## src/rtl/sali_pkg.sv

```systemverilog
// Shared types and constants of the sensor average level indicator.
// Used by the channel interfaces and the top level; depends on nothing.
package sali_pkg;

  localparam int unsigned SAMPLE_W  = 8;
  localparam int unsigned SWITCH_W  = 8;
  localparam int unsigned SELECT_W  = 3;
  localparam int unsigned VALUE_W   = 15;
  localparam int unsigned BAR_W     = 8;
  localparam int unsigned LEVEL_W   = 2;
  localparam int unsigned SHOWN_W   = 14;
  localparam int unsigned THRESH_W  = 10;
  localparam int unsigned SUM_W     = 12;
  localparam int unsigned SCALE_W   = 7;
  localparam int unsigned APB_DW    = 32;
  localparam int unsigned APB_AW    = 5;

  localparam logic [SAMPLE_W-1:0] SAMPLE_NONE = 8'h00;
  localparam logic [SAMPLE_W-1:0] SAMPLE_SAT  = 8'hff;
  localparam logic [SCALE_W-1:0]  BLOCK_SCALE = 7'd100;
  localparam logic [VALUE_W-1:0]  MIN_RESET   = 15'd1000;
  localparam logic [SHOWN_W-1:0]  SHOW_LIMIT  = 14'd9999;

  localparam logic [THRESH_W-1:0] THR_LOW_RESET   = 10'd250;
  localparam logic [THRESH_W-1:0] THR_MID_RESET   = 10'd500;
  localparam logic [THRESH_W-1:0] THR_HIGH_RESET  = 10'd750;
  localparam logic [VALUE_W-1:0]  UPPER_LIM_RESET = 15'd1000;

  // Bar patterns and the digits they show as.
  localparam logic [BAR_W-1:0] BAR_OFF   = 8'h00;
  localparam logic [BAR_W-1:0] BAR_ONE   = 8'h01;
  localparam logic [BAR_W-1:0] BAR_THREE = 8'h03;
  localparam logic [BAR_W-1:0] BAR_SEVEN = 8'h07;

  localparam logic [LEVEL_W-1:0] DIGIT_OFF   = 2'd0;
  localparam logic [LEVEL_W-1:0] DIGIT_ONE   = 2'd1;
  localparam logic [LEVEL_W-1:0] DIGIT_THREE = 2'd2;
  localparam logic [LEVEL_W-1:0] DIGIT_SEVEN = 2'd3;

  typedef enum logic [2:0] {
    REG_THR_LOW   = 3'd0,
    REG_THR_MID   = 3'd1,
    REG_THR_HIGH  = 3'd2,
    REG_UPPER_LIM = 3'd3,
    REG_MANUAL    = 3'd4
  } reg_idx_t;

endpackage

```

## src/rtl/sali_in_if.sv

```systemverilog
// Input channel of the level indicator: valid/ready handshake with one sensor item.
// Depends on sali_pkg for the field widths.
interface sali_in_if import sali_pkg::*; ();
  logic                valid;
  logic                ready;
  logic [SAMPLE_W-1:0] sample;
  logic [SWITCH_W-1:0] manual_switches;
  logic [SELECT_W-1:0] display_select;

  modport source (output valid, sample, manual_switches, display_select, input ready);
  modport sink   (input valid, sample, manual_switches, display_select, output ready);
endinterface

```

## src/rtl/sali_out_if.sv

```systemverilog
// Result channel of the level indicator: valid/ready handshake with one block result.
// Depends on sali_pkg for the field widths.
interface sali_out_if import sali_pkg::*; ();
  logic               valid;
  logic               ready;
  logic [VALUE_W-1:0] sensor_value;
  logic [BAR_W-1:0]   level_bar;
  logic               lamp_on;
  logic               mode_digit;
  logic [LEVEL_W-1:0] level_digit;
  logic [SHOWN_W-1:0] shown_number;

  modport source (output valid, sensor_value, level_bar, lamp_on, mode_digit, level_digit,
                  shown_number, input ready);
  modport sink   (input valid, sensor_value, level_bar, lamp_on, mode_digit, level_digit,
                  shown_number, output ready);
endinterface

```

## src/rtl/sensor_average_level_indicator_unit.sv

```systemverilog
// Top level of the sensor average level indicator: input register, block logic,
// result register and APB register file. Depends on sali_pkg, sali_in_if, sali_out_if.
//
//   channel   direction  handshake            payload
//   in_ch     in         valid/ready          sample, manual_switches, display_select
//   out_ch    out        valid/ready          sensor_value, level_bar, lamp_on,
//                                             mode_digit, level_digit, shown_number
//   APB       in         psel/penable/pready  5 registers at byte address 4*i
//
// One item per cycle unless a stalled sink holds a result: an accepted item is held
// in the input register, and the block logic then updates the state and, on the last
// valid sample of a block, loads the result register, which drives the result valid.
// A result held by a stalled sink freezes the block state and the input register,
// so in_ready drops once the input register is full; rst_n clears control and state.
module sensor_average_level_indicator_unit
  import sali_pkg::*;
#(
  parameter int unsigned SAMPLES_PER_AVERAGE = 10
) (
  input  logic              clk,
  input  logic              rst_n,
  sali_in_if.sink           in_ch,
  sali_out_if.source        out_ch,
  input  logic              psel,
  input  logic              penable,
  input  logic              pwrite,
  input  logic [APB_AW-1:0] paddr,
  input  logic [APB_DW-1:0] pwdata,
  output logic [APB_DW-1:0] prdata,
  output logic              pready
);

  localparam int unsigned CNT_W    = $clog2(SAMPLES_PER_AVERAGE);
  // The block value sum * 100 / N is a multiply by a rounded-up reciprocal. With
  // 20 fraction bits the truncated result is exact for any 12-bit sum and N up to 16.
  localparam int unsigned RECIP_SH = 20;
  localparam int unsigned RECIP_W  = 26;
  localparam int unsigned PROD_W   = RECIP_SH + VALUE_W;
  localparam longint unsigned RECIP =
    ((64'(BLOCK_SCALE) << RECIP_SH) + SAMPLES_PER_AVERAGE - 1) / SAMPLES_PER_AVERAGE;
  localparam logic [CNT_W-1:0] CNT_LAST = CNT_W'(SAMPLES_PER_AVERAGE - 1);

  // Configuration registers.
  logic [THRESH_W-1:0] thr_low_r, thr_mid_r, thr_high_r;
  logic [VALUE_W-1:0]  upper_lim_r;
  logic                manual_r;

  // Input register.
  logic                s1_valid_r;
  logic [SAMPLE_W-1:0] s1_sample_r;
  logic [SWITCH_W-1:0] s1_switch_r;
  logic [SELECT_W-1:0] s1_select_r;

  // Block state.
  logic [CNT_W-1:0]   cnt_r, cnt_nxt;
  logic [SUM_W-1:0]   sum_r, sum_nxt;
  logic [VALUE_W-1:0] min_r, min_nxt;
  logic [VALUE_W-1:0] max_r, max_nxt;
  logic [BAR_W-1:0]   bar_r, bar_nxt;
  logic               lamp_r, lamp_nxt;
  logic [LEVEL_W-1:0] digit_r, digit_nxt;
  logic [SHOWN_W-1:0] disp_r, disp_nxt;

  // Result register.
  logic               out_valid_r;
  logic [VALUE_W-1:0] out_value_r;

  logic               s2_go;
  logic               sample_ok;
  logic               block_done;
  logic [SUM_W-1:0]   sum_add;
  logic [PROD_W-1:0]  prod;
  logic [VALUE_W-1:0] value;
  logic               below_low;
  logic [VALUE_W-1:0] thr_low_x, thr_mid_x, thr_high_x;
  logic               wr_en;
  logic [2:0]         reg_idx;

  function automatic logic [SHOWN_W-1:0] sat_show(input logic [VALUE_W-1:0] v);
    if (v > VALUE_W'(SHOW_LIMIT)) begin
      return SHOW_LIMIT;
    end
    return v[SHOWN_W-1:0];
  endfunction

  // ---------------- APB register file ----------------
  assign pready  = 1'b1;
  assign reg_idx = paddr[APB_AW-1:2];
  assign wr_en   = psel && penable && pwrite;

  always_comb begin
    prdata = '0;
    unique case (reg_idx)
      REG_THR_LOW:   prdata = APB_DW'(thr_low_r);
      REG_THR_MID:   prdata = APB_DW'(thr_mid_r);
      REG_THR_HIGH:  prdata = APB_DW'(thr_high_r);
      REG_UPPER_LIM: prdata = APB_DW'(upper_lim_r);
      REG_MANUAL:    prdata = APB_DW'(manual_r);
      default:       prdata = '0;
    endcase
  end

  always_ff @(posedge clk) begin
    if (!rst_n) begin
      thr_low_r   <= THR_LOW_RESET;
      thr_mid_r   <= THR_MID_RESET;
      thr_high_r  <= THR_HIGH_RESET;
      upper_lim_r <= UPPER_LIM_RESET;
      manual_r    <= 1'b0;
    end else if (wr_en) begin
      unique case (reg_idx)
        REG_THR_LOW:   thr_low_r   <= pwdata[THRESH_W-1:0];
        REG_THR_MID:   thr_mid_r   <= pwdata[THRESH_W-1:0];
        REG_THR_HIGH:  thr_high_r  <= pwdata[THRESH_W-1:0];
        REG_UPPER_LIM: upper_lim_r <= pwdata[VALUE_W-1:0];
        REG_MANUAL:    manual_r    <= pwdata[0];
        default: ;
      endcase
    end
  end

  // ---------------- Handshake ----------------
  // The block logic may run whenever the result register is free or being emptied.
  assign s2_go       = s1_valid_r && (!out_valid_r || out_ch.ready);
  assign in_ch.ready = !s1_valid_r || s2_go;

  always_ff @(posedge clk) begin
    if (!rst_n) begin
      s1_valid_r <= 1'b0;
    end else if (in_ch.ready) begin
      s1_valid_r <= in_ch.valid;
    end
  end

  always_ff @(posedge clk) begin
    if (in_ch.valid && in_ch.ready) begin
      s1_sample_r <= in_ch.sample;
      s1_switch_r <= in_ch.manual_switches;
      s1_select_r <= in_ch.display_select;
    end
  end

  // ---------------- Block logic ----------------
  assign sample_ok  = (s1_sample_r != SAMPLE_NONE) && (s1_sample_r != SAMPLE_SAT);
  assign sum_add    = sum_r + SUM_W'(s1_sample_r);
  assign block_done = sample_ok && (cnt_r == CNT_LAST);
  assign prod       = PROD_W'(sum_add) * PROD_W'(RECIP);
  assign value      = prod[RECIP_SH +: VALUE_W];
  assign thr_low_x  = VALUE_W'(thr_low_r);
  assign thr_mid_x  = VALUE_W'(thr_mid_r);
  assign thr_high_x = VALUE_W'(thr_high_r);
  assign below_low  = value < thr_low_x;

  always_comb begin
    cnt_nxt   = cnt_r;
    sum_nxt   = sum_r;
    min_nxt   = min_r;
    max_nxt   = max_r;
    bar_nxt   = bar_r;
    lamp_nxt  = lamp_r;
    digit_nxt = digit_r;
    disp_nxt  = disp_r;
    if (sample_ok && !block_done) begin
      cnt_nxt = cnt_r + CNT_W'(1);
      sum_nxt = sum_add;
    end else if (block_done) begin
      cnt_nxt = '0;
      sum_nxt = '0;
      if (value < min_r) min_nxt = value;
      if (value > max_r) max_nxt = value;
      lamp_nxt = !below_low;
      if (manual_r) begin
        bar_nxt = s1_switch_r;
        // Switch patterns that are valid bar codes also set the lamp: off for BAR_OFF, on for the others.
        if (s1_switch_r == BAR_OFF) begin
          lamp_nxt = 1'b0;
        end else if (s1_switch_r == BAR_ONE || s1_switch_r == BAR_THREE ||
                     s1_switch_r == BAR_SEVEN) begin
          lamp_nxt = 1'b1;
        end
      end else begin
        // Above both the high threshold and the upper limit the previous bar is kept.
        if (below_low) begin
          bar_nxt = BAR_OFF;
        end else if (value <= thr_mid_x) begin
          bar_nxt = BAR_ONE;
        end else if (value >= thr_mid_x && value <= thr_high_x) begin
          bar_nxt = BAR_THREE;
        end else if (value >= thr_high_x && value <= upper_lim_r) begin
          bar_nxt = BAR_SEVEN;
        end
      end
      case (bar_nxt)
        BAR_OFF:   digit_nxt = DIGIT_OFF;
        BAR_ONE:   digit_nxt = DIGIT_ONE;
        BAR_THREE: digit_nxt = DIGIT_THREE;
        BAR_SEVEN: digit_nxt = DIGIT_SEVEN;
        default:   digit_nxt = digit_r;
      endcase
      if (s1_select_r[2]) begin
        disp_nxt = sat_show(max_nxt);
      end else if (s1_select_r[1]) begin
        disp_nxt = sat_show(value);
      end else if (s1_select_r[0]) begin
        disp_nxt = sat_show(min_nxt);
      end
    end
  end

  always_ff @(posedge clk) begin
    if (!rst_n) begin
      cnt_r   <= '0;
      sum_r   <= '0;
      min_r   <= MIN_RESET;
      max_r   <= '0;
      bar_r   <= BAR_OFF;
      lamp_r  <= 1'b0;
      digit_r <= DIGIT_OFF;
      disp_r  <= '0;
    end else if (s2_go) begin
      cnt_r   <= cnt_nxt;
      sum_r   <= sum_nxt;
      min_r   <= min_nxt;
      max_r   <= max_nxt;
      bar_r   <= bar_nxt;
      lamp_r  <= lamp_nxt;
      digit_r <= digit_nxt;
      disp_r  <= disp_nxt;
    end
  end

  // ---------------- Result register ----------------
  always_ff @(posedge clk) begin
    if (!rst_n) begin
      out_valid_r <= 1'b0;
    end else if (s2_go) begin
      out_valid_r <= block_done;
    end else if (out_ch.ready) begin
      out_valid_r <= 1'b0;
    end
  end

  always_ff @(posedge clk) begin
    if (s2_go && block_done) begin
      out_value_r <= value;
    end
  end

  // Bar, lamp, level digit and display live in the state registers, which only move
  // when a new result is loaded, so the result reads them directly; the mode digit follows manual_r.
  assign out_ch.valid        = out_valid_r;
  assign out_ch.sensor_value = out_value_r;
  assign out_ch.level_bar    = bar_r;
  assign out_ch.lamp_on      = lamp_r;
  assign out_ch.mode_digit   = !manual_r;
  assign out_ch.level_digit  = digit_r;
  assign out_ch.shown_number = disp_r;

endmodule
```

## src/flat_wrapper.sv

```systemverilog
// flat-port wrapper written by rule: the top's interface ports become plain ports
module sensor_average_level_indicator_unit_flat import sali_pkg::*;
#(
  parameter int unsigned SAMPLES_PER_AVERAGE = 10
)
  (clk, rst_n, psel, penable, pwrite, paddr, pwdata, prdata, pready, in_ch_valid, in_ch_sample, in_ch_manual_switches, in_ch_display_select, in_ch_ready, out_ch_valid, out_ch_sensor_value, out_ch_level_bar, out_ch_lamp_on, out_ch_mode_digit, out_ch_level_digit, out_ch_shown_number, out_ch_ready);
  sali_in_if in_ch_i ();
  sali_out_if out_ch_i ();
  input  logic clk;
  input  logic rst_n;
  input  logic psel;
  input  logic penable;
  input  logic pwrite;
  input  logic [APB_AW-1:0] paddr;
  input  logic [APB_DW-1:0] pwdata;
  output logic [APB_DW-1:0] prdata;
  output logic pready;
  input wire logic [$bits(in_ch_i.valid)-1:0] in_ch_valid;
  input wire logic [$bits(in_ch_i.sample)-1:0] in_ch_sample;
  input wire logic [$bits(in_ch_i.manual_switches)-1:0] in_ch_manual_switches;
  input wire logic [$bits(in_ch_i.display_select)-1:0] in_ch_display_select;
  output wire logic [$bits(in_ch_i.ready)-1:0] in_ch_ready;
  output wire logic [$bits(out_ch_i.valid)-1:0] out_ch_valid;
  output wire logic [$bits(out_ch_i.sensor_value)-1:0] out_ch_sensor_value;
  output wire logic [$bits(out_ch_i.level_bar)-1:0] out_ch_level_bar;
  output wire logic [$bits(out_ch_i.lamp_on)-1:0] out_ch_lamp_on;
  output wire logic [$bits(out_ch_i.mode_digit)-1:0] out_ch_mode_digit;
  output wire logic [$bits(out_ch_i.level_digit)-1:0] out_ch_level_digit;
  output wire logic [$bits(out_ch_i.shown_number)-1:0] out_ch_shown_number;
  input wire logic [$bits(out_ch_i.ready)-1:0] out_ch_ready;
  assign in_ch_i.valid = in_ch_valid;
  assign in_ch_i.sample = in_ch_sample;
  assign in_ch_i.manual_switches = in_ch_manual_switches;
  assign in_ch_i.display_select = in_ch_display_select;
  assign in_ch_ready = in_ch_i.ready;
  assign out_ch_valid = out_ch_i.valid;
  assign out_ch_sensor_value = out_ch_i.sensor_value;
  assign out_ch_level_bar = out_ch_i.level_bar;
  assign out_ch_lamp_on = out_ch_i.lamp_on;
  assign out_ch_mode_digit = out_ch_i.mode_digit;
  assign out_ch_level_digit = out_ch_i.level_digit;
  assign out_ch_shown_number = out_ch_i.shown_number;
  assign out_ch_i.ready = out_ch_ready;
  sensor_average_level_indicator_unit #(.SAMPLES_PER_AVERAGE(SAMPLES_PER_AVERAGE)) u_core (.clk(clk), .rst_n(rst_n), .in_ch(in_ch_i), .out_ch(out_ch_i), .psel(psel), .penable(penable), .pwrite(pwrite), .paddr(paddr), .pwdata(pwdata), .prdata(prdata), .pready(pready));
endmodule
```

## config.mk

```make
export PLATFORM = sky130hd
export DESIGN_NAME = sensor_average_level_indicator_unit_flat
export DESIGN_NICKNAME = d
export VERILOG_FILES = /design/src/rtl/sali_pkg.sv /design/src/rtl/sali_in_if.sv /design/src/rtl/sali_out_if.sv /design/src/rtl/sensor_average_level_indicator_unit.sv /design/src/flat_wrapper.sv
export SDC_FILE = /design/constraint.sdc
export NUM_CORES = 1
export LEC_CHECK = 0
export BUFFER_PORTS_ARGS = -buffer_cell sky130_fd_sc_hd__buf_2
export CORE_ASPECT_RATIO = 0.7
export CORE_MARGIN = 2
export CORE_UTILIZATION = 50
export CTS_BUF_LIST = sky130_fd_sc_hd__clkbuf_8 sky130_fd_sc_hd__clkbuf_16
export CTS_CLUSTER_SIZE = 8
export DETAILED_ROUTE_END_ITERATION = 10
export PLACE_DENSITY = 0.71
export RECOVER_POWER = 100
export SLEW_MARGIN = 10
export SYNTH_ARGS = -nofsm -noshare
export SYNTH_HDL_FRONTEND = slang
export SYNTH_SLANG_ARGS = --single-unit
```

## constraint.sdc

```tcl
create_clock -name clk -period 14 [get_ports clk]
set_input_delay 2.8 -clock clk [delete_from_list [all_inputs] [get_ports clk]]
set_output_delay 2.8 -clock clk [all_outputs]
set_load 0.005 [all_outputs]
```

==> metrics.cfg, run 1 <==
[outcome]
outcome = finished with violations
violations = max-capacitance violations, max-slew violations

[sta]
rsz0062_at_grt = no
min_period_ns = 7.71
fin_setup_tns_ns = 0
fin_crit_sh = 0.550
clock.fmax_mhz = 130
final-setup-viol-count = 0
clock_skew_ns = 0.0152
hold_violations = 0
relSlewSlack = -0.690
fin_ws_ns = 6.29
tightest_slew_ns = 2.53
slew_violations = 98

[synthesis]
synth-seq-cells = 152
synth.top_cells.by_area = dfxtp_1 (25%), ha_1 (12%), edfxtp_1 (10%)
yosysWarnings = 0
synthArstFlopShare = 0
syn_area_um2 = 9670
synth_top_area_frac = 0.246
synth_edf_count = 33
syn_area_per_cell_um2 = 8.58
synth_area_leader_cell = dfxtp_1
synth_flop_cell = dfxtp_1
ys_seq_area_frac = 0.349
synth_common_cells = dfxtp_1 (119), nand2_1 (119), inv_1 (102)
syn_inst = 1127
synth_cell_type_count = 91

[cts]
cts.clk_slew.worst_paths_ns = 0.07
clockRootBuffer = clkbuf_16
cts_inserted_buffers = 17
cts_tree = yes
htree_levels = 4
cts_buffer_depth = 2
cts.sinks = 152
cts_hold_buf = 0
postCtsSetupRepairBufs = 0
worstSkewPairLatency_ns = 0.44
cts_resized = 0

[worst_setup_path]
crit_slowest_cell = clkbuf_1
rr_startpoint = u_core.s1_sample_r[0]
path_cells = buf_2, clkbuf_1, inv_1, clkbuf_1, nor2_1, o221ai_1, o22ai_1
reg2reg_depth = 28
cpMostUsedCell = clkbuf_1
critical_path_class = input pin to flip-flop
required_ns = 14.32
r2r_end = u_core.out_ch.level_digit[0]
worstPathArrival_ns = 8.02
startpoint = rst_n
start_kind = input pin
reg2reg_slack_ns = 6.70
cp-end-kind = flip-flop
worstPathMaxFanout = 48
cp_slowest_stage_delay_ns = 1.78

[final_layout]
final-instance-count-excl-fill = 1467
multiInputGateArea_um2 = 5610
layout.nets = 1367
nFillCells = 1775
diodes = 0
final_area_um2 = 10800
seq_area_um2 = 3370
final_util = 0.569
drive_above_1_share = 0.117
area_growth_pct = 11.3

[global_route]
antenna_found_initial = 0
gr-total-overflow = 0
grt_max_degree = 49
grtUsageTotal = 0.270
grt_pass1_wl_mm = 42.7
grt_pass1_vias = 8010

[routing]
wl_mm = 27.1
vias_per_cell = 5.94
drcViolationCount = 0
drtPass1Iterations = 6
drt-initial-drc-count = 878
wl_per_cell_um = 18.5
ant_nets = 0
vias = 8719

[placed_design]
place_area_um2 = 10300
port_buffers = 100
place_congestion = 0.905
dp_slack_ns = 7.12
dp.cells = 1435
post-dp-hpwl_mm = 20.0

[min_path]
hold_end = u_core.out_ch.shown_number[13]
min-delay-start = u_core.out_ch.shown_number[13]
holdCritPathClass = flip-flop to flip-flop
min_path_cells = 2

[power_and_ir_drop]
irDropWorstVdd_uv = 92.0
power_density_nw_per_um2 = 168
p_leak_nw = 4.57

[floorplanning]
die_h_um = 120
core_um2 = 18900
start_util = 0.511
die_width_um = 170
num_io_pins = 139
die_area_um2 = 20500
rows = 42

[job]
maxCapViolCount = 2

-- stage by stage --
stage	power [W]	hold slack [ns]
2_1_floorplan	0.00111	0.436
3_3_place_gp	0.00134	0.439
3_5_place_dp	0.00136	0.442
4_1_cts	0.00182	0.452
5_1_grt	0.00193	0.477
6_report	0.00181	0.453
-- sequential cells by signal, indices dropped and copies added (netlist names), 3 cells and up --
| signal | cells |
|---|---|
| u_core.thr_high_r | 10 |
| u_core.s1_sample_r | 8 |
| u_core.out_ch.level_bar | 8 |
| u_core.cnt_r | 4 |
| u_core.s1_switch_r | 8 |
| u_core.sum_r | 12 |
| u_core.min_r | 15 |
| u_core.out_ch.shown_number | 14 |
| u_core.thr_low_r | 10 |
| u_core.s1_select_r | 3 |
| u_core.out_ch.sensor_value | 14 |
| u_core.thr_mid_r | 10 |
| u_core.upper_lim_r | 15 |
| u_core.max_r | 15 |
-- cell type report --
cell class,count,area share
Multi-Input combinational cell,826,0.521
Sequential cell,152,0.313
Timing Repair Buffer,112,0.0491
Clock buffer,17,0.0395
Inverter,103,0.0364
Tap cell,242,0.0281
Clock inverter,15,0.0131
-- cell families (layout without fill, tap and decap cells) --
family / Yosys count / count (layout) / share of synthesized area
AND/OR/NAND/NOR: 365 / 365 / 0.180
AO/OA/AOI/OAI: 306 / 306 / 0.218
XOR/XNOR: 19 / 19 / 0.0172
flip-flops: 152 / 152 / 0.349
buffers and inverters: 166 / 247 / 0.0776
adder cells (fa/ha/maj): 94 / 94 / 0.123
multiplexers: 23 / 23 / 0.0356
other: 2 / 19 / 0.000776
-- how the worst max path moves through the flow --
stage | cells past startpoint | slack, ns | to
2_1_floorplan | 4 | 7.04 | prdata[4]
4_1_cts | 4 | 7.12 | prdata[2]
5_1_grt | 6 | 6.03 | u_core.out_ch.level_bar[6]
3_5_place_dp | 4 | 7.12 | prdata[2]
6_report | 7 | 6.29 | u_core.out_ch.shown_number[1]
3_3_place_gp | 4 | 7.10 | prdata[4]
-- placed cells by master, fill, tap and decap left out, types with 5 or more instances in the layout --
cell / instances
nor3_1: 17
ha_1: 90
a211oi_1: 14
a21o_1: 14
buf_2: 66
xor2_1: 8
a21oi_1: 82
buf_4: 5
a22oi_1: 7
a31oi_1: 6
nand4_1: 13
nor2_1: 93
xnor2_1: 11
clkbuf_2: 6
nand3_1: 25
o21ai_0: 54
o221ai_1: 5
or3_1: 10
o211ai_1: 41
inv_6: 5
edfxtp_1: 33
inv_1: 103
conb_1: 19
mux4_2: 9
clkbuf_1: 34
nor2b_1: 24
nor4_1: 11
o22ai_1: 7
nand2b_1: 8
clkbuf_16: 17
a22o_1: 5
nand2_1: 119
and3_1: 11
o21a_1: 11
dfxtp_1: 119
and2_1: 11
mux2i_1: 13
-- critical path: cells and delay by family --
family,cells,cell delay [ns]
compound gates,2,0.38
buf+inv,4,4.19
simple gates,1,0.58
-- power by group --
part           switching (W)  leakage (nW)  total [W]  internal (W)
sequential        0.00000684          1.28   0.000470      0.000463
combinational       0.000572          3.00   0.000892      0.000321
clock               0.000201         0.288   0.000450      0.000249
total               0.000780          4.57    0.00181       0.00103
-- layer usage --
| metal | GRT usage | wire [um] | vias up |
|---|---|---|---|
| met5 | 0 | 0 | - |
| met4 | 0.0791 | 519 | 0 |
| met3 | 0.0736 | 2760 | 47 |
| met2 | 0.377 | 11100 | 419 |
| met1 | 0.402 | 12700 | 4046 |
| li1 | - | - | 4207 |
(Power assumes the default switching activity.)
==> run 2, diff against run 1 <==
Clock period 14 ns to 8.1 ns, I/O delays scaled along.
==> run 2 against run 1 <==
- clock skew fell by 0.0023 ns
- the flow still finishes with violations (max-capacitance violations, max-slew violations)
- highest routed layer unchanged
- cell area rose by 0.22%
- register-to-register slack worse by 5.8 ns
- critical endpoint is now u_core.out_ch.level_digit[0]
- via count fell by 0.69%
- worst setup slack worse by 5.4 ns
==> metrics.cfg, run 2 (synthesized netlist as in run 1, its figures left out) <==
[outcome]
outcome = finished with violations
violations = max-capacitance violations, max-slew violations

[placed_design]
post-dp-hpwl_mm = 20.1  ; +0.37%
place_congestion = 0.913  ; +0.93%
port_buffers = 100  ; unchanged

[global_route]
gr-total-overflow = 0  ; unchanged
use_met1 = 0.410  ; +0.00787
grt_pass1_wl_mm = 43.4  ; +1.6%
grtUsageTotal = 0.274  ; +0.00395
met2_usage = 0.388  ; +0.0107
grt_max_degree = 53  ; +8.2%
grt-busiest-layer = met1
grt_pass1_vias = 7912  ; -1.2%
antenna_found_initial = 0  ; unchanged
met3_usage = 0.0671  ; -0.00655

[routing]
wl_per_cell_um = 18.6  ; +0.86%
vias = 8659  ; -0.69%
drt-initial-drc-count = 744  ; -15%
ant_nets = 0  ; unchanged
vias_per_cell = 5.90  ; -0.69%
drcViolationCount = 0  ; unchanged
drtPass1Iterations = 5  ; -1
wl_mm = 27.3  ; +0.86%

[cts]
cts_resized = 0  ; unchanged
postCtsSetupRepairBufs = 0  ; unchanged
cts.clk_slew.worst_paths_ns = 0.06  ; about the same
cts_tree = yes
clockRootBuffer = clkbuf_16
cts_inserted_buffers = 17  ; unchanged
htree_levels = 4  ; unchanged
worstSkewPairLatency_ns = 0.45  ; about the same
cts.sinks = 152  ; unchanged
cts_hold_buf = 0  ; unchanged
cts_buffer_depth = 2  ; unchanged

[final_layout]
drive_above_1_share = 0.117  ; unchanged
top_regs = u_core.max_r: 15 flops, u_core.min_r: 15 flops, u_core.upper_lim_r: 15 flops
final_util = 0.571  ; +0.00126
nFillCells = 1751  ; -1.4%
layout.nets = 1367  ; unchanged
diodes = 0  ; unchanged
mostFrequentLayoutCells = nand2_1 (119), dfxtp_1 (119), inv_1 (102)
area_growth_pct = 11.6

[floorplanning]
core_um2 = 18900  ; unchanged
num_io_pins = 139  ; unchanged
start_util = 0.511  ; unchanged
die_area_um2 = 20500  ; unchanged
rows = 42  ; unchanged
die_h_um = 120  ; unchanged
die_width_um = 170  ; unchanged

[worst_setup_path]
required_ns = 8.29  ; -6.03 ns
critical_path_class = flip-flop to flip-flop
start_kind = flip-flop
worstPathMaxFanout = 13  ; -73%
cp-end-kind = flip-flop
worstPathArrival_ns = 7.35  ; -0.67 ns

[sta]
rsz0062_at_grt = no
final-setup-viol-count = 0  ; unchanged
min_period_ns = 7.16
clock.fmax_mhz = 140
relSlewSlack = -0.860  ; -0.170
hold_slack_ns = 0.453  ; -0.000218 ns
hold_violations = 0  ; unchanged
tightest_slew_ns = 2.79  ; +0.255 ns
clock_skew_ns = 0.0129  ; -0.00228 ns
fin_setup_tns_ns = 0  ; unchanged
fin_crit_sh = 0.884
slew_violations = 102  ; +4.1%

[power_and_ir_drop]
irDropWorstVdd_uv = 171  ; +85%
power_density_nw_per_um2 = 295  ; +75%
p_leak_nw = 4.56  ; -0.13%

[job]
maxCapViolCount = 2  ; unchanged

[min_path]
holdCritPathClass = flip-flop to flip-flop

[run 2: cell count changes in the layout (fill, tap and decap cells not counted), moves of 2 or more]
cell	previous run	this run
clkbuf_1	34	37
clkinv_2	3	1
buf_2	66	64
clkinvlp_4	0	2
[run 2: path summary, 6_finish.rpt]
check                                             from                            to  slack [ns]  depth (start not counted)
worst max register to register   u_core.s1_sample_r[0]  u_core.out_ch.level_digit[0]        0.94                         27
worst min-delay path            u_core.upper_lim_r[10]        u_core.upper_lim_r[10]        0.45                          2
worst max-delay path             u_core.s1_sample_r[0]  u_core.out_ch.level_digit[0]        0.94                         27
worst min register to register  u_core.upper_lim_r[10]        u_core.upper_lim_r[10]        0.45                          2
[run 2: cell type report]
class	instances	area, um^2	area share
clock buffers	17	425	0.0394
clock inverters	15	183	0.0169
inverters	103	392	0.0363
multi-input cells	826	5590	0.518
flip-flops and latches	152	3370	0.313
well taps	242	303	0.0281
repair buffers	112	524	0.0486
[run 2: stage by stage]
stage	power [W]	cells	worst slack (ns)	instance area (um^2)
2_1_floorplan	0.00193	1144	2.29	9740
3_5_place_dp	0.00236	1435	1.44	10300
5_1_grt	0.00338	1467	0.375	10800
3_3_place_gp	0.00232	1435	1.50	10300
6_report	0.00318	1467	0.938	10800
4_1_cts	0.00320	1467	1.43	10900
[run 2: worst max-delay path, stage by stage (launching register included)]
cell and delay [ns]:
edfxtp_1 0.38, ha_1 0.18, inv_1 0.06, fa_1 0.41, nor2b_1 0.12, o21ai_0 0.10, a21boi_0 0.24, o21ai_0 0.13
and3_1 0.20, nor2_1 0.27, ha_1 0.30, ha_1 0.37, a31o_1 0.28, nor2_1 0.14, xnor2_1 0.12, clkbuf_1 0.78
ha_1 0.42, a21oi_1 0.14, a21boi_0 0.10, a2111oi_0 0.38, a211oi_1 0.15, maj3_4 0.39, a211oi_2 0.19, nor4_1 0.10
o31ai_1 0.60, xor2_1 0.15, nand3_1 0.13, a31oi_1 0.08
[run 2: power by group]
part	total (W)	internal [W]	switching [W]
Sequential	0.000812	0.000801	0.0000116
Clock	0.000833	0.000466	0.000367
Combinational	0.00154	0.000544	0.000992
Total	0.00318	0.00181	0.00137
[run 2: layer usage]
metal	vias to the layer above	routed length [um]
met2	340	11200
met1	4091	13200
met3	33	2470
li1	4195	-
met4	0	456
met5	-	0
==> run 3, diff against run 2 <==
Settings changed: CORE_UTILIZATION 50 to 58, HOLD_SLACK_MARGIN from default to 0.1, PLACE_DENSITY 0.71 to 0.81, SKIP_LAST_GASP from default to 1.
==> run 3 against run 2 <==
- the flow still finishes with violations (max-capacitance violations, max-slew violations)
- worst setup slack got worse by 0.027 ns
- sequential power about the same
- combinational power about the same
- flip-flop and latch count unchanged
- first-iteration DRC count increased by 32%
- largest cell class unchanged
- largest power group unchanged
- highest routed layer unchanged
==> metrics.cfg, run 3 (synthesized netlist as in run 1, its figures left out) <==
[floorplanning]
die_area_um2 = 17700  ; -13%
die_width_um = 158  ; -7.0%
core_um2 = 16300  ; -14%
die_h_um = 112  ; -6.9%
num_io_pins = 139  ; unchanged
start_util = 0.594  ; +0.0822
rows = 39  ; -7.1%

[final_layout]
mostFrequentLayoutCells = nand2_1 (119), dfxtp_1 (119), inv_1 (102)
seq_area_um2 = 3370  ; unchanged
drive_above_1_share = 0.108  ; -0.00898
nFillCells = 1439  ; -18%
multiInputGateArea_um2 = 5590  ; about the same
top_regs = u_core.max_r: 15 flops, u_core.min_r: 15 flops, u_core.upper_lim_r: 15 flops
layout.nets = 1367  ; unchanged
area_growth_pct = 11.0
diodes = 0  ; unchanged

[sta]
clock_skew_ns = 0.0136  ; +0.000606 ns
fin_crit_sh = 0.888  ; +0.00333
tightest_slew_ns = 2.53  ; -0.262 ns
hold_slack_ns = 0.455  ; +0.00278 ns
hold_violations = 0  ; unchanged
fin_setup_tns_ns = 0  ; unchanged
fin_ws_ns = 0.911  ; -0.0270 ns
min_period_ns = 7.19  ; +0.0270 ns
clock.fmax_mhz = 139  ; -0.38%
rsz0062_at_grt = no
relSlewSlack = -0.686  ; +0.175
final-setup-viol-count = 0  ; unchanged
slew_violations = 100  ; -2.0%

[min_path]
holdCritPathClass = flip-flop to flip-flop
min-delay-start = u_core.upper_lim_r[12]

[power_and_ir_drop]
switchingPower_w = 0.00136  ; -0.73%
power_density_nw_per_um2 = 296  ; +0.55%
pwr-share-seq = 0.255  ; about the same
switching_share = 0.428  ; -0.00328
irDropWorstVdd_uv = 164  ; -4.0%
p_int_w = 0.00182  ; +0.60%
p_leak_nw = 4.52  ; -0.85%
p_clk_frac = 0.252  ; -0.010
pwr-share-comb = 0.493  ; +0.010

[worst_setup_path]
cp-end-kind = flip-flop
path_delay_family = compound AO/OA/AOI/OAI gates
cp_slowest_stage_delay_ns = 0.56  ; -0.22 ns
critical_path_class = flip-flop to flip-flop
rr_startpoint = u_core.s1_sample_r[0]
required_ns = 8.30  ; about the same
startpoint = u_core.s1_sample_r[0]
crit_slowest_cell = a2111oi_0
worstPathArrival_ns = 7.39  ; +0.04 ns
start_kind = flip-flop
worstPathMaxFanout = 7  ; -6
worst-path-buf-inv = 2  ; unchanged

[placed_design]
post-dp-hpwl_mm = 19.6  ; -2.4%
dp_slack_ns = 1.61  ; +0.177 ns
port_buffers = 100  ; unchanged
place_congestion = 0.970  ; +6.3%

[cts]
cts_buffer_depth = 2  ; unchanged
cts.clk_slew.worst_paths_ns = 0.06  ; about the same
clockRootBuffer = clkbuf_16
postCtsSetupRepairBufs = 0  ; unchanged
cts_inserted_buffers = 17  ; unchanged
htree_levels = 4  ; unchanged
cts_hold_buf = 0  ; unchanged
worstSkewPairLatency_ns = 0.43  ; -0.02 ns
cts_tree = yes
cts_resized = 0  ; unchanged
cts.sinks = 152  ; unchanged

[routing]
vias_per_cell = 6.11  ; +3.6%
ant_nets = 0  ; unchanged
wl_mm = 27.0  ; -1.1%
vias = 8863  ; +2.4%
drtPass1Iterations = 6  ; +1
wl_per_cell_um = 18.6  ; about the same
drt-initial-drc-count = 979  ; +32%
drcViolationCount = 0  ; unchanged

[global_route]
gr-total-overflow = 0  ; unchanged
antenna_found_initial = 0  ; unchanged
grt_pass1_wl_mm = 42.7  ; -1.6%
grt_max_degree = 51  ; -3.8%
grt_pass1_vias = 8186  ; +3.5%
grtUsageTotal = 0.309  ; +0.0357

[outcome]
violations = max-capacitance violations, max-slew violations
outcome = finished with violations

[job]
maxCapViolCount = 2  ; unchanged

[run 3: changes by cell type in the layout (fill, tap and decap cells not counted), sizes merged]
cell      change
clkinv        +3
buf           -7
inv           -2
clkinvlp      -1
clkbuf        +7
[run 3: metrics by stage]
step,cells,total power (W),cell area (um^2),utilization
floorplan,1144,0.00193,9740,-
global placement,1418,0.00230,10300,0.629
detailed placement,1418,0.00234,10300,0.629
CTS,1450,0.00315,10800,0.666
global route,1450,0.00335,10700,0.659
finish,1450,0.00318,10700,0.659
[run 3: per-layer routing]
metal,up-vias,GRT usage,wire (um)
met5,-,0,0
met4,0,0.0943,594
met3,55,0.0710,3100
met2,500,0.441,11200
met1,4114,0.464,12100
li1,4194,-,-
[run 3: path summary, 6_finish.rpt]
check                                  to  slack, ns  cells after the start
max          u_core.out_ch.level_digit[0]       0.91                     28
min                u_core.upper_lim_r[12]       0.46                      2
max reg2reg  u_core.out_ch.level_digit[0]       0.91                     28
min reg2reg        u_core.upper_lim_r[12]       0.46                      2
[run 3: power by group through the flow]
stage | clock [W] | combinational [W] | sequential [W]
after floorplan | 0 | 0.00110 | 0.000824
after global placement | 0 | 0.00147 | 0.000828
after detailed placement | 0 | 0.00151 | 0.000829
after CTS | 0.000806 | 0.00153 | 0.000812
after global routing | 0.000846 | 0.00169 | 0.000814
final | 0.000801 | 0.00157 | 0.000813
[run 3: final cells by class]
cell class / count / area share
multi-input combinational: 826 / 0.521
sequential: 152 / 0.314
timing repair buffer: 112 / 0.0475
clock buffer: 17 / 0.0396
inverter: 103 / 0.0365
tap: 225 / 0.0262
clock inverter: 15 / 0.0154
[run 3: worst reg2reg max path: cells and delay by family, from the launching register on]
| family | cells | cell delay, ns |
|---|---|---|
| AO/OA/AOI/OAI | 11 | 2.76 |
| XOR/XNOR | 4 | 0.57 |
| adder cells (fa/ha/maj) | 5 | 1.76 |
| buffers and inverters | 2 | 0.54 |
| flip-flops | 1 | 0.38 |
| AND/OR/NAND/NOR | 6 | 0.95 |
